[src/rtl/core/rse_pkg.sv]
`timescale 1ns / 1ps
`default_nettype none

package rse_pkg;

   localparam int WORD_W          = 32;
   localparam int OPCODE_W        = 3;
   localparam int STATUS_W        = 2;
   localparam int DEPTH_OUT_W     = 7;
   localparam int STACK_DEPTH_DEF = 64;
   localparam int DIV_STEPS       = WORD_W;
   localparam int DIV_CNT_W       = $clog2(DIV_STEPS);

   localparam logic [OPCODE_W-1:0] OP_PUSH = 3'd0;
   localparam logic [OPCODE_W-1:0] OP_ADD  = 3'd1;
   localparam logic [OPCODE_W-1:0] OP_SUB  = 3'd2;
   localparam logic [OPCODE_W-1:0] OP_MUL  = 3'd3;
   localparam logic [OPCODE_W-1:0] OP_DIV  = 3'd4;

   localparam logic [STATUS_W-1:0] ST_OK        = 2'd0;
   localparam logic [STATUS_W-1:0] ST_UNDERFLOW = 2'd1;
   localparam logic [STATUS_W-1:0] ST_FULL      = 2'd2;
   localparam logic [STATUS_W-1:0] ST_DIVZERO   = 2'd3;

endpackage

`default_nettype wire

[src/rtl/core/rse_ifs.sv]
`timescale 1ns / 1ps
`default_nettype none

interface rse_req_if;
   logic                                  valid;
   logic                                  ready;
   logic        [rse_pkg::OPCODE_W-1:0]   opcode;
   logic signed [rse_pkg::WORD_W-1:0]     push_value;

   modport source (output valid, output opcode, output push_value, input ready);
   modport sink   (input valid, input opcode, input push_value, output ready);
endinterface

interface rse_rsp_if;
   logic                                    valid;
   logic                                    ready;
   logic        [rse_pkg::STATUS_W-1:0]     status;
   logic signed [rse_pkg::WORD_W-1:0]       top_value;
   logic        [rse_pkg::DEPTH_OUT_W-1:0]  stack_depth;

   modport source (output valid, output status, output top_value, output stack_depth,
                   input ready);
   modport sink   (input valid, input status, input top_value, input stack_depth,
                   output ready);
endinterface

`default_nettype wire

[src/rtl/core/rse_stack_mem.sv]
`timescale 1ns / 1ps
`default_nettype none

module rse_stack_mem #(
   parameter int DEPTH  = rse_pkg::STACK_DEPTH_DEF,
   parameter int ADDR_W = $clog2(rse_pkg::STACK_DEPTH_DEF)
) (
   input  wire logic                       clock,
   input  wire logic                       wr_en,
   input  wire logic [ADDR_W-1:0]          wr_addr,
   input  wire logic [rse_pkg::WORD_W-1:0] wr_data,
   input  wire logic                       rd_en,
   input  wire logic [ADDR_W-1:0]          rd_addr,
   output      logic [rse_pkg::WORD_W-1:0] rd_data
);

   logic [rse_pkg::WORD_W-1:0] mem [DEPTH];
   logic [rse_pkg::WORD_W-1:0] rd_data_ff;

   always_ff @(posedge clock) begin
      if (wr_en) begin
         mem[wr_addr] <= wr_data;
      end
   end

   always_ff @(posedge clock) begin
      if (rd_en) begin
         rd_data_ff <= mem[rd_addr];
      end
   end

   assign rd_data = rd_data_ff;

endmodule

`default_nettype wire

[src/rtl/core/rse_divider.sv]
`timescale 1ns / 1ps
`default_nettype none

module rse_divider (
   input  wire logic                       clock,
   input  wire logic                       reset,
   input  wire logic                       start,
   input  wire logic [rse_pkg::WORD_W-1:0] dividend,
   input  wire logic [rse_pkg::WORD_W-1:0] divisor,
   output      logic                       done,
   output      logic [rse_pkg::WORD_W-1:0] quotient
);

   localparam int W = rse_pkg::WORD_W;

   localparam logic [1:0] D_IDLE = 2'd0;
   localparam logic [1:0] D_RUN  = 2'd1;
   localparam logic [1:0] D_FIX  = 2'd2;

   logic [1:0]                   state_ff, state_in;
   logic [rse_pkg::DIV_CNT_W-1:0] cnt_ff, cnt_in;
   logic [W:0]                   rem_ff, rem_in;
   logic [W-1:0]                 quo_ff, quo_in;
   logic [W-1:0]                 den_ff, den_in;
   logic                         neg_ff, neg_in;
   logic                         done_ff, done_in;
   logic [W-1:0]                 res_ff, res_in;
   logic [W:0]                   rem_shift;
   logic [W:0]                   diff;

   // restoring step, one quotient bit per cycle
   assign rem_shift = {rem_ff[W-1:0], quo_ff[W-1]};
   assign diff      = rem_shift - {1'b0, den_ff};

   always_comb begin
      state_in = state_ff;
      cnt_in   = cnt_ff;
      rem_in   = rem_ff;
      quo_in   = quo_ff;
      den_in   = den_ff;
      neg_in   = neg_ff;
      done_in  = 1'b0;
      res_in   = res_ff;
      unique case (state_ff)
         D_IDLE: begin
            if (start) begin
               quo_in   = dividend[W-1] ? (-dividend) : dividend;
               den_in   = divisor[W-1] ? (-divisor) : divisor;
               neg_in   = dividend[W-1] ^ divisor[W-1];
               rem_in   = '0;
               cnt_in   = rse_pkg::DIV_CNT_W'(rse_pkg::DIV_STEPS - 1);
               state_in = D_RUN;
            end
         end
         D_RUN: begin
            if (!diff[W]) begin
               rem_in = diff;
               quo_in = {quo_ff[W-2:0], 1'b1};
            end else begin
               rem_in = rem_shift;
               quo_in = {quo_ff[W-2:0], 1'b0};
            end
            cnt_in = cnt_ff - 1'b1;
            if (cnt_ff == '0) begin
               state_in = D_FIX;
            end
         end
         D_FIX: begin
            res_in   = neg_ff ? (-quo_ff) : quo_ff;
            done_in  = 1'b1;
            state_in = D_IDLE;
         end
         default: begin
            state_in = D_IDLE;
         end
      endcase
   end

   always_ff @(posedge clock) begin
      if (reset) begin
         state_ff <= D_IDLE;
         done_ff  <= 1'b0;
      end else begin
         state_ff <= state_in;
         done_ff  <= done_in;
      end
   end

   always_ff @(posedge clock) begin
      cnt_ff <= cnt_in;
      rem_ff <= rem_in;
      quo_ff <= quo_in;
      den_ff <= den_in;
      neg_ff <= neg_in;
      res_ff <= res_in;
   end

   assign done     = done_ff;
   assign quotient = res_ff;

endmodule

`default_nettype wire

[src/rtl/core/rpn_stack_evaluator_core.sv]
`timescale 1ns / 1ps
`default_nettype none

// rpn stack evaluator
// req_if carries one operation per beat: opcode (push, add, sub, mul, div)
// and push_value, used by push only. rsp_if returns one beat per request
// with status, the new top of stack (zero when empty) and the depth.
// The top entry sits in a register, the entries below it in a synchronous
// memory with separate write and read ports; an arithmetic op reads the
// second entry, combines it with the top register and writes the result
// back as top. Push, rejected and unknown ops go from idle straight to the
// done state; add, sub and mul pass through the execute state, and divide
// also waits in the divider-wait state. One request is in work at a time;
// a new request is taken once the response is loaded and the core is back
// in idle. The radix-2 divider yields one quotient bit per cycle. The
// response sits in an output register: a new request is taken while it
// waits, and a finished result waits in the core while that register is
// full and rsp_if.ready is low.
// Reset empties the stack (depth zero) and drops any pending response; the
// memory itself is not cleared since entries above the depth are never read.

module rpn_stack_evaluator_core #(
   parameter int STACK_DEPTH = rse_pkg::STACK_DEPTH_DEF
) (
   input wire logic    clock,
   input wire logic    reset,
   rse_req_if.sink     req_if,
   rse_rsp_if.source   rsp_if
);

   localparam int W      = rse_pkg::WORD_W;
   localparam int CNT_W  = $clog2(STACK_DEPTH + 1);
   localparam int ADDR_W = (STACK_DEPTH > 1) ? $clog2(STACK_DEPTH) : 1;
   localparam int EXT_W  = CNT_W + rse_pkg::DEPTH_OUT_W;

   localparam logic [1:0] S_IDLE = 2'd0;
   localparam logic [1:0] S_EXEC = 2'd1;
   localparam logic [1:0] S_DIVW = 2'd2;
   localparam logic [1:0] S_DONE = 2'd3;

   logic [1:0]                     state_ff, state_in;
   logic [rse_pkg::OPCODE_W-1:0]   op_ff, op_in;
   logic [W-1:0]                   top_ff, top_in;
   logic [CNT_W-1:0]               depth_ff, depth_in;
   logic [rse_pkg::STATUS_W-1:0]   status_ff, status_in;

   logic                           rsp_valid_ff, rsp_valid_in;
   logic [rse_pkg::STATUS_W-1:0]   rsp_status_ff, rsp_status_in;
   logic [W-1:0]                   rsp_top_ff, rsp_top_in;
   logic [rse_pkg::DEPTH_OUT_W-1:0] rsp_depth_ff, rsp_depth_in;

   logic                           accept;
   logic                           rsp_load;
   logic [CNT_W-1:0]               depth_m1;
   logic [CNT_W-1:0]               depth_m2;
   logic [EXT_W-1:0]               depth_ext;
   logic                           wr_en;
   logic                           rd_en;
   logic [W-1:0]                   rd_data;
   logic                           div_start;
   logic                           div_done;
   logic [W-1:0]                   div_quo;

   assign accept   = req_if.valid && req_if.ready;
   assign depth_m1 = depth_ff - CNT_W'(1);
   assign depth_m2 = depth_ff - CNT_W'(2);
   assign depth_ext = EXT_W'(depth_ff);

   assign req_if.ready = (state_ff == S_IDLE);

   rse_stack_mem #(
      .DEPTH  (STACK_DEPTH),
      .ADDR_W (ADDR_W)
   ) u_mem (
      .clock   (clock),
      .wr_en   (wr_en),
      .wr_addr (depth_m1[ADDR_W-1:0]),
      .wr_data (top_ff),
      .rd_en   (rd_en),
      .rd_addr (depth_m2[ADDR_W-1:0]),
      .rd_data (rd_data)
   );

   rse_divider u_div (
      .clock    (clock),
      .reset    (reset),
      .start    (div_start),
      .dividend (rd_data),
      .divisor  (top_ff),
      .done     (div_done),
      .quotient (div_quo)
   );

   always_comb begin
      state_in  = state_ff;
      op_in     = op_ff;
      top_in    = top_ff;
      depth_in  = depth_ff;
      status_in = status_ff;
      wr_en     = 1'b0;
      rd_en     = 1'b0;
      div_start = 1'b0;
      rsp_load  = 1'b0;
      unique case (state_ff)
         S_IDLE: begin
            if (accept) begin
               op_in     = req_if.opcode;
               status_in = rse_pkg::ST_OK;
               state_in  = S_DONE;
               priority if (req_if.opcode == rse_pkg::OP_PUSH) begin
                  if (depth_ff >= CNT_W'(STACK_DEPTH)) begin
                     status_in = rse_pkg::ST_FULL;
                  end else begin
                     // old top moves down into the memory
                     wr_en    = (depth_ff != '0);
                     top_in   = req_if.push_value;
                     depth_in = depth_ff + CNT_W'(1);
                  end
               end else if (req_if.opcode == rse_pkg::OP_ADD ||
                            req_if.opcode == rse_pkg::OP_SUB ||
                            req_if.opcode == rse_pkg::OP_MUL ||
                            req_if.opcode == rse_pkg::OP_DIV) begin
                  if (depth_ff < CNT_W'(2)) begin
                     status_in = rse_pkg::ST_UNDERFLOW;
                  end else if (req_if.opcode == rse_pkg::OP_DIV && top_ff == '0) begin
                     status_in = rse_pkg::ST_DIVZERO;
                  end else begin
                     rd_en    = 1'b1;
                     state_in = S_EXEC;
                  end
               end else begin
                  state_in = S_DONE;
               end
            end
         end
         S_EXEC: begin
            // rd_data is the second entry, top_ff the first popped
            state_in = S_DONE;
            depth_in = depth_m1;
            unique case (op_ff)
               rse_pkg::OP_ADD: top_in = rd_data + top_ff;
               rse_pkg::OP_SUB: top_in = rd_data - top_ff;
               rse_pkg::OP_MUL: top_in = rd_data * top_ff;
               rse_pkg::OP_DIV: begin
                  div_start = 1'b1;
                  depth_in  = depth_ff;
                  state_in  = S_DIVW;
               end
               default: depth_in = depth_ff;
            endcase
         end
         S_DIVW: begin
            if (div_done) begin
               top_in   = div_quo;
               depth_in = depth_m1;
               state_in = S_DONE;
            end
         end
         S_DONE: begin
            if (!rsp_valid_ff || rsp_if.ready) begin
               rsp_load = 1'b1;
               state_in = S_IDLE;
            end
         end
         default: begin
            state_in = S_IDLE;
         end
      endcase
   end

   always_comb begin
      rsp_valid_in  = rsp_valid_ff && !rsp_if.ready;
      rsp_status_in = rsp_status_ff;
      rsp_top_in    = rsp_top_ff;
      rsp_depth_in  = rsp_depth_ff;
      if (rsp_load) begin
         rsp_valid_in  = 1'b1;
         rsp_status_in = status_ff;
         rsp_top_in    = (depth_ff != '0) ? top_ff : '0;
         rsp_depth_in  = depth_ext[rse_pkg::DEPTH_OUT_W-1:0];
      end
   end

   always_ff @(posedge clock) begin
      if (reset) begin
         state_ff     <= S_IDLE;
         depth_ff     <= '0;
         rsp_valid_ff <= 1'b0;
      end else begin
         state_ff     <= state_in;
         depth_ff     <= depth_in;
         rsp_valid_ff <= rsp_valid_in;
      end
   end

   always_ff @(posedge clock) begin
      op_ff         <= op_in;
      top_ff        <= top_in;
      status_ff     <= status_in;
      rsp_status_ff <= rsp_status_in;
      rsp_top_ff    <= rsp_top_in;
      rsp_depth_ff  <= rsp_depth_in;
   end

   assign rsp_if.valid       = rsp_valid_ff;
   assign rsp_if.status      = rsp_status_ff;
   assign rsp_if.top_value   = rsp_top_ff;
   assign rsp_if.stack_depth = rsp_depth_ff;

   a_depth_bound : assert property (@(posedge clock) disable iff (reset)
      depth_ff <= CNT_W'(STACK_DEPTH))
      else $error("stack depth above capacity");

   a_write_in_range : assert property (@(posedge clock) disable iff (reset)
      wr_en |-> (depth_ff != '0 && depth_ff < CNT_W'(STACK_DEPTH)))
      else $error("stack memory write outside held entries");

   a_read_two_held : assert property (@(posedge clock) disable iff (reset)
      rd_en |=> (state_ff == S_EXEC && depth_ff >= CNT_W'(2)))
      else $error("operand read without two entries");

   a_div_nonzero : assert property (@(posedge clock) disable iff (reset)
      div_start |-> (top_ff != '0 && op_ff == rse_pkg::OP_DIV))
      else $error("divider started with zero divisor");

   a_rsp_from_done : assert property (@(posedge clock) disable iff (reset)
      rsp_load |=> (rsp_valid_ff && state_ff == S_IDLE))
      else $error("response load did not present a beat");

endmodule

`default_nettype wire
[src/flat_wrapper.sv]
// flat-port wrapper written by rule: the top's interface ports become plain ports
module rpn_stack_evaluator_core_flat 
#(
   parameter int STACK_DEPTH = rse_pkg::STACK_DEPTH_DEF
)
  (clock, reset, req_if_valid, req_if_opcode, req_if_push_value, req_if_ready, rsp_if_valid, rsp_if_status, rsp_if_top_value, rsp_if_stack_depth, rsp_if_ready);
  rse_req_if req_if_i ();
  rse_rsp_if rsp_if_i ();
  input wire logic clock;
  input wire logic reset;
  input wire logic [$bits(req_if_i.valid)-1:0] req_if_valid;
  input wire logic [$bits(req_if_i.opcode)-1:0] req_if_opcode;
  input wire logic [$bits(req_if_i.push_value)-1:0] req_if_push_value;
  output wire logic [$bits(req_if_i.ready)-1:0] req_if_ready;
  output wire logic [$bits(rsp_if_i.valid)-1:0] rsp_if_valid;
  output wire logic [$bits(rsp_if_i.status)-1:0] rsp_if_status;
  output wire logic [$bits(rsp_if_i.top_value)-1:0] rsp_if_top_value;
  output wire logic [$bits(rsp_if_i.stack_depth)-1:0] rsp_if_stack_depth;
  input wire logic [$bits(rsp_if_i.ready)-1:0] rsp_if_ready;
  assign req_if_i.valid = req_if_valid;
  assign req_if_i.opcode = req_if_opcode;
  assign req_if_i.push_value = req_if_push_value;
  assign req_if_ready = req_if_i.ready;
  assign rsp_if_valid = rsp_if_i.valid;
  assign rsp_if_status = rsp_if_i.status;
  assign rsp_if_top_value = rsp_if_i.top_value;
  assign rsp_if_stack_depth = rsp_if_i.stack_depth;
  assign rsp_if_i.ready = rsp_if_ready;
  rpn_stack_evaluator_core #(.STACK_DEPTH(STACK_DEPTH)) u_core (.clock(clock), .reset(reset), .req_if(req_if_i), .rsp_if(rsp_if_i));
endmodule
[config.mk]
export PLATFORM = sky130hd
export DESIGN_NAME = rpn_stack_evaluator_core_flat
export DESIGN_NICKNAME = d
export VERILOG_FILES = /design/src/rtl/core/rse_pkg.sv /design/src/rtl/core/rse_ifs.sv /design/src/rtl/core/rse_stack_mem.sv /design/src/rtl/core/rse_divider.sv /design/src/rtl/core/rpn_stack_evaluator_core.sv /design/src/flat_wrapper.sv
export SDC_FILE = /design/constraint.sdc
export NUM_CORES = 2
export LEC_CHECK = 0
export BUFFER_PORTS_ARGS = -buffer_cell sky130_fd_sc_hd__buf_4
export CAP_MARGIN = 0
export CORE_MARGIN = 2
export CORE_UTILIZATION = 55
export DETAILED_ROUTE_END_ITERATION = 10
export PLACE_DENSITY = 0.71
export SLEW_MARGIN = 10
export SYNTH_ARGS = -nofsm -noshare
export SYNTH_HDL_FRONTEND = slang
export SYNTH_SLANG_ARGS = --single-unit
[constraint.sdc]
create_clock -name clock -period 23.4 [get_ports clock]
set_clock_uncertainty 0.15 [all_clocks]
set_input_delay 4.68 -clock clock [delete_from_list [all_inputs] [get_ports clock]]
set_output_delay 4.68 -clock clock [all_outputs]
set_load 0.02 [all_outputs]
# After elaboration in Yosys (flattened, before gate mapping)
# Memory sizes are Yosys's and may differ from the RTL's. A register that Yosys moved wholly into a read port is not among the register bits.
# Index checks and enable logic that the tools add are counted.
# Widths: inputs -> output; s select.
[op_classes]
n_addsub = 10
n_mul = 1
magnitude_cmp = 2
n_eq_ne = 22
n_mux = 58
n_bitwise = 1
reduce_logical = 25
[ops]
columns = ["operator", "n"]
rows = [
  ["$mux 32", 9],
  ["$pmux 32 s3", 2],
  ["$pmux 32 s2", 2],
  ["$neg 32->32", 3],
  ["$mux 7", 5],
  ["$sub 33x32->33", 1],
  ["$add 32x32->32", 1],
  ["$logic_not 32->1", 1],
  ["$mul 32x32->32", 1],
  ["$sub 32x32->32", 1],
  ["$mux 31", 1],
  ["$mux 2", 14],
  ["$pmux 7 s3", 1],
  ["$mux 1", 20],
  ["$eq 3x2->1 const B", 4],
  ["$ne 2x2->1 const B", 6],
  ["$reduce_and 6->1", 2],
  ["$pmux 5 s2", 1],
  ["$pmux 2 s4", 1],
  ["$reduce_and 2->1", 4],
  ["$add 7x1->7 const B", 1],
  ["$ge 7x7->1 const B", 1],
  ["$lt 7x2->1 const B", 1],
  ["$reduce_bool 7->1", 1],
  ["other kinds (22)", 35],
]
[totals]
reg_bits = 225
mem_bits_rw = 2048
input_bits = 39
output_inout_bits = 43
word_cells = 138
memories = 1
[mem_list]
columns = ["memory", "depth", "word_bits", "read_ports", "rd_clocked_by_memory_dff", "wr", "line_no", "rtl"]
rows = [
  ["u_core.u_mem.mem", 64, 32, 1, 1, 1, "rse_stack_mem.sv:17", "logic [rse_pkg::WORD_W-1:0] mem [DEPTH];"],
]

# Longest topological paths before layout
[logic_depth]
ltp_word = 8
ltp_mapped = 28
ltp_nobuf = 26

# Cells and area by module
# Synthesis repeated with hierarchy kept, for this count alone.
[hier_totals]
cells_unflattened = 6692
hier_area_um2 = 110136.9
[by_module_without_submodules]
columns = ["mod", "n_inst", "cells_per_inst", "area_per_inst_um2", "seq_area_each_um2"]
rows = [
  ["rse_stack_mem", 1, 3324, 78833.1, 62459.9],
  ["rpn_stack_evaluator_core", 1, 2495, 22464.0, 2542.4],
  ["rse_divider", 1, 873, 8839.7, 4083.9],
]

# Least setup slack after synthesis
# OpenSTA, ideal clock, no wires.
[synth_path]
path_type = "reg-to-reg"
startpoint = "register u_core.top_ff[9]"
endpoint = "register u_core.top_ff[31], data pin"
setup_ns = 0.268
arrival_ns = 7.670
t_required_ns = 22.982
slack_ns = 15.312
path_stages_with_launch = 25
n_path_buf = 3
synth_period_minus_slack_ns = 8.088
path_cell_list = "edfxtp_1 > clkbuf_1 > buf_1 > nand2_1 > fa_1 > fa_1 > fa_1 > fa_1 > fa_1 > inv_1 > fa_1 > fa_1 > fa_1 > ha_1 > clkbuf_1 > nand3_1 > nor2_1 > nand3_1 > a211o_1 > a31oi_1 > nor2_1 > a211o_1 > xnor2_1 > mux2i_1 > o21ai_0"
[synth_between]
elab_chain_cells = 3
word_cells_on_any_way = 5
cone_classes = "add/sub: 2; mul: 1; mux: 2"
[synth_lines]
columns = ["element", "line_no", "rtl"]
rows = [
  ["start: declaration", "rpn_stack_evaluator_core.sv:43", "logic [W-1:0] top_ff, top_in;"],
  ["start signal: assignment", "rpn_stack_evaluator_core.sv:198", "top_ff <= top_in;"],
  ["$mul 32x32->32, or another cell as far along", "rpn_stack_evaluator_core.sv:143", "rse_pkg::OP_MUL: top_in = rd_data * top_ff;"],
  ["$pmux 32 s3 *", "rpn_stack_evaluator_core.sv:140", "unique case (op_ff)"],
  ["$pmux 32 s3 *", "rpn_stack_evaluator_core.sv:104", "unique case (state_ff)"],
  ["via u_core.top_in[31]", "rpn_stack_evaluator_core.sv:43", ""],
]
# Mark *: on every way through the listed nets, which the timed path passes. The rest lies on a longest branch.
# A chain may end at the register's enable or synchronous reset.

# Worst setup path after layout
[layout_path]
startpoint = "register u_core.top_ff[3]"
endpoint = "register u_core.top_ff[31], data pin"
# Same word-level chain as after synthesis.

==> results.md <==
- Status: completed
- Max Cap Violations: 0
- PostCTS Resize Cnt: 0
- Num CTS Buffers: 221
- M3 GR Usage: 5.810%
- Period minus WS final: 8.666 ns
- Global-route usage over all layers: between 20% and 30%
- Area grow syn2layout: 10.92%
- Final HPWL DP: between 150000 and 200000 um
- Worst Path Max Fanout: 58
- Reg2Reg Depth: 26
- Root Buffer: clkbuf_16
- Dpl cells: just under 9000
- Global placement routability congestion: 0.9374
- Met1 usage: roughly 40%
- Final Hold Vio Count: 0
- DRT Pass-1 Iters: 7
- GR Util met2: a little under half
- Max clock buf depth: 3
- EDFF count, synth: about 2300
- Largest net degree at the start of global routing: ~160
- Critical Path Start: u_core.top_ff[3]
- Die area: between 200000 and 250000 um^2
- Vias post-DR: ~60000
- Hold crit path type: reg2reg
- I/O pin cnt: roughly 80
- Setup Fix Bufs, Post-CTS: 0
- Reg2reg setup slack: around 15 ns
- Commonest non-fill, non-tap cells in the layout: 2292 x edfxtp_1, 661 x mux4_2, 447 x inv_1
- Setup TNS: 0 ns
- Post-synthesis register bit count: around 2300
- # rows: approximately 160
- Drt first-iter violations: between 7000 and 8000
- Clock latency on the worst-skew pair: approximately 0.9 ns
- Initial Util: between 50 and 60%
- First-pass GRT wire length: 426800 um
- Worst EP arrival: between 9 and 10 ns
- Synth async-reset ratio: 0%
- Clk slew on worst S/H paths: ~0.070 ns
- Final WL: 295500 um
- Remaining antenna violation count: 0
- Synth Warn #: 0
- Critical R2R Launch: u_core.top_ff[3]
- Vias in the first global route: 60420
- Clock sink total: about 2300
- Aggregate global routing overflow: 0
- Worst setup endpoint: u_core.top_ff[31]
- Routed len/inst: between 30 and 40 um
- Synthesized area: around 110000 um^2
- Final hold slack: 0.2698 ns
- Port Buf Inserts: between 80 and 90
- Required @ worst endpoint: about 24 ns
- Critical Path Start Type: register
- Max Slew Vio Count: 0
- DRC: 0
- Initial antenna violation count: 15
- Critical Path Sink Type: register
- Register area share after synthesis: between 60% and 70%
- Layout cell share with drive strength beyond 1: 19.93%
- Vias per cell: approximately 6.5
- CP Class: reg2reg
- Distinct cell type count after synthesis: between 60 and 70
- Setup repair after global routing missed its margin: false
- Most Crowded Layer GR: met2
- Post-layout nets: about 7100
- Worst Max-Slew Pin Slew: about 1.2 ns
- H-tree Lvls: 4
- CTS tree: built
- Die Span Y: 450.0 um
- Syn Nets: around 7000
- Core Box Area: 197400 um^2
- Syn Inst Count: between 6000 and 7000
- Most common cell after layout, fill and taps aside: edfxtp_1
- Fmax: between 0.1 and 0.15 GHz
- CTS Hold Bufs: 0
- Die Wd: about 450 um
- Top FF cell, synth: edfxtp_1
- R2r endpoint: u_core.top_ff[31]
- Avg Inst Size Synth: ~17 um^2
- Slew headroom: 17.87%
- Final Setup Violations: 0
- Fin cells: around 9300
- Period utilisation layout: 37.03%
[cell usage after synthesis, types with 32 or more instances]
| cell type | count | area (um^2) |
|---|---|---|
| a21o_1 | 33 | 247.7 |
| a21oi_1 | 99 | 495.5 |
| and2_1 | 353 | 2208 |
| buf_1 | 87 | 326.6 |
| clkbuf_1 | 265 | 994.7 |
| edfxtp_1 | 2292 | 68830 |
| fa_1 | 410 | 8208 |
| ha_1 | 201 | 2515 |
| inv_1 | 447 | 1678 |
| mux4_2 | 661 | 14890 |
| nand2_1 | 421 | 1580 |
| nand3_1 | 42 | 210.2 |
| nor2_1 | 196 | 735.7 |
| nor3_1 | 36 | 180.2 |
| o21ai_0 | 157 | 785.8 |
| o31ai_1 | 32 | 240.2 |
| xnor2_1 | 155 | 1358 |
| xor2_1 | 98 | 858.3 |
[cell type report]
type	instances	area (um^2)
clock buffer	250	5660
fill	14080	76080
multi-input combinational	3267	37930
sequential	2305	69090
inverter	447	1678
clock inverter	163	1805
timing repair buffer	238	1862
antenna	6	15.01
tap	2640	3303
[worst min-delay path by stage]
stage | startpoint | slack, ns | cells after the start | endpoint
2_1_floorplan | u_core.status_ff[0] | 0.25 | 0 | u_core.rsp_if.status[0]
3_3_place_gp | u_core.status_ff[1] | 0.26 | 0 | u_core.rsp_if.status[1]
3_5_place_dp | u_core.status_ff[1] | 0.26 | 0 | u_core.rsp_if.status[1]
5_1_grt | u_core.status_ff[0] | 0.29 | 0 | u_core.rsp_if.status[0]
6_report | u_core.status_ff[1] | 0.27 | 0 | u_core.rsp_if.status[1]
4_1_cts | u_core.status_ff[1] | 0.27 | 0 | u_core.rsp_if.status[1]
[worst max-delay path, stage by stage (launching register included)]
cell	delay, ns
edfxtp_1	0.32
buf_4	0.55
buf_4	0.71
and2_1	0.25
fa_1	0.42
inv_1	0.08
fa_1	0.43
fa_1	0.47
fa_1	0.55
inv_1	0.05
fa_1	0.50
inv_1	0.07
fa_1	0.54
inv_1	0.05
fa_1	0.49
fa_1	0.42
ha_1	0.38
and3_1	0.24
and3_1	0.20
nand3_1	0.09
a211o_1	0.30
a31oi_1	0.29
nor2_1	0.09
a211o_1	0.27
xnor2_1	0.12
mux2i_1	0.14
o21ai_0	0.10
[routing by layer]
layer | share of wire, % | wire length (um)
met5 | 0.017 | 50
met1 | 37 | 109400
met2 | 48 | 140500
met3 | 10 | 30370
met4 | 5.2 | 15230
[per-stage QoR]
stage | cell area (um^2) | setup WS (ns) | util (%)
2_1_floorplan | 109400 | 15.31 | -
3_3_place_gp | 113900 | 14.79 | 57.68
3_5_place_dp | 113900 | 14.71 | 57.68
4_1_cts | 121300 | 14.78 | 61.46
5_1_grt | 121300 | 14.38 | 61.46
6_report | 121300 | 14.73 | 61.47
[kinds of logic (layout without fill, tap and decap cells)]
kind of cell	Yosys count	in the layout	share of synthesized area, %
flip-flops	2305	2305	63.15
AND/OR/NAND/NOR	1207	1207	5.492
buffers and inverters	799	1098	2.741
multiplexers	669	669	13.68
adder cells (fa/ha/maj)	611	611	9.801
AO/OA/AOI/OAI	527	527	3.109
XOR/XNOR	253	253	2.025
other	0	6	0
[registers in the layout (all words and copies together) (netlist names), 3 cells and up]
signal / cells
u_core.u_div.rem_ff: 32
u_core.u_div.den_ff: 32
u_core.top_ff: 32
u_core.op_ff: 3
u_core.depth_ff: 7
u_core.u_mem.mem: 2048
u_core.u_div.quotient: 32
u_core.u_mem.rd_data: 32
u_core.rsp_if.top_value: 32
u_core.rsp_if.stack_depth: 7
u_core.u_div.quo_ff: 32
u_core.u_div.cnt_ff: 5
Power is left out: the tool's default activity adds up to more than one toggle a clock period on the data nets, which glitch-free logic cannot reach.
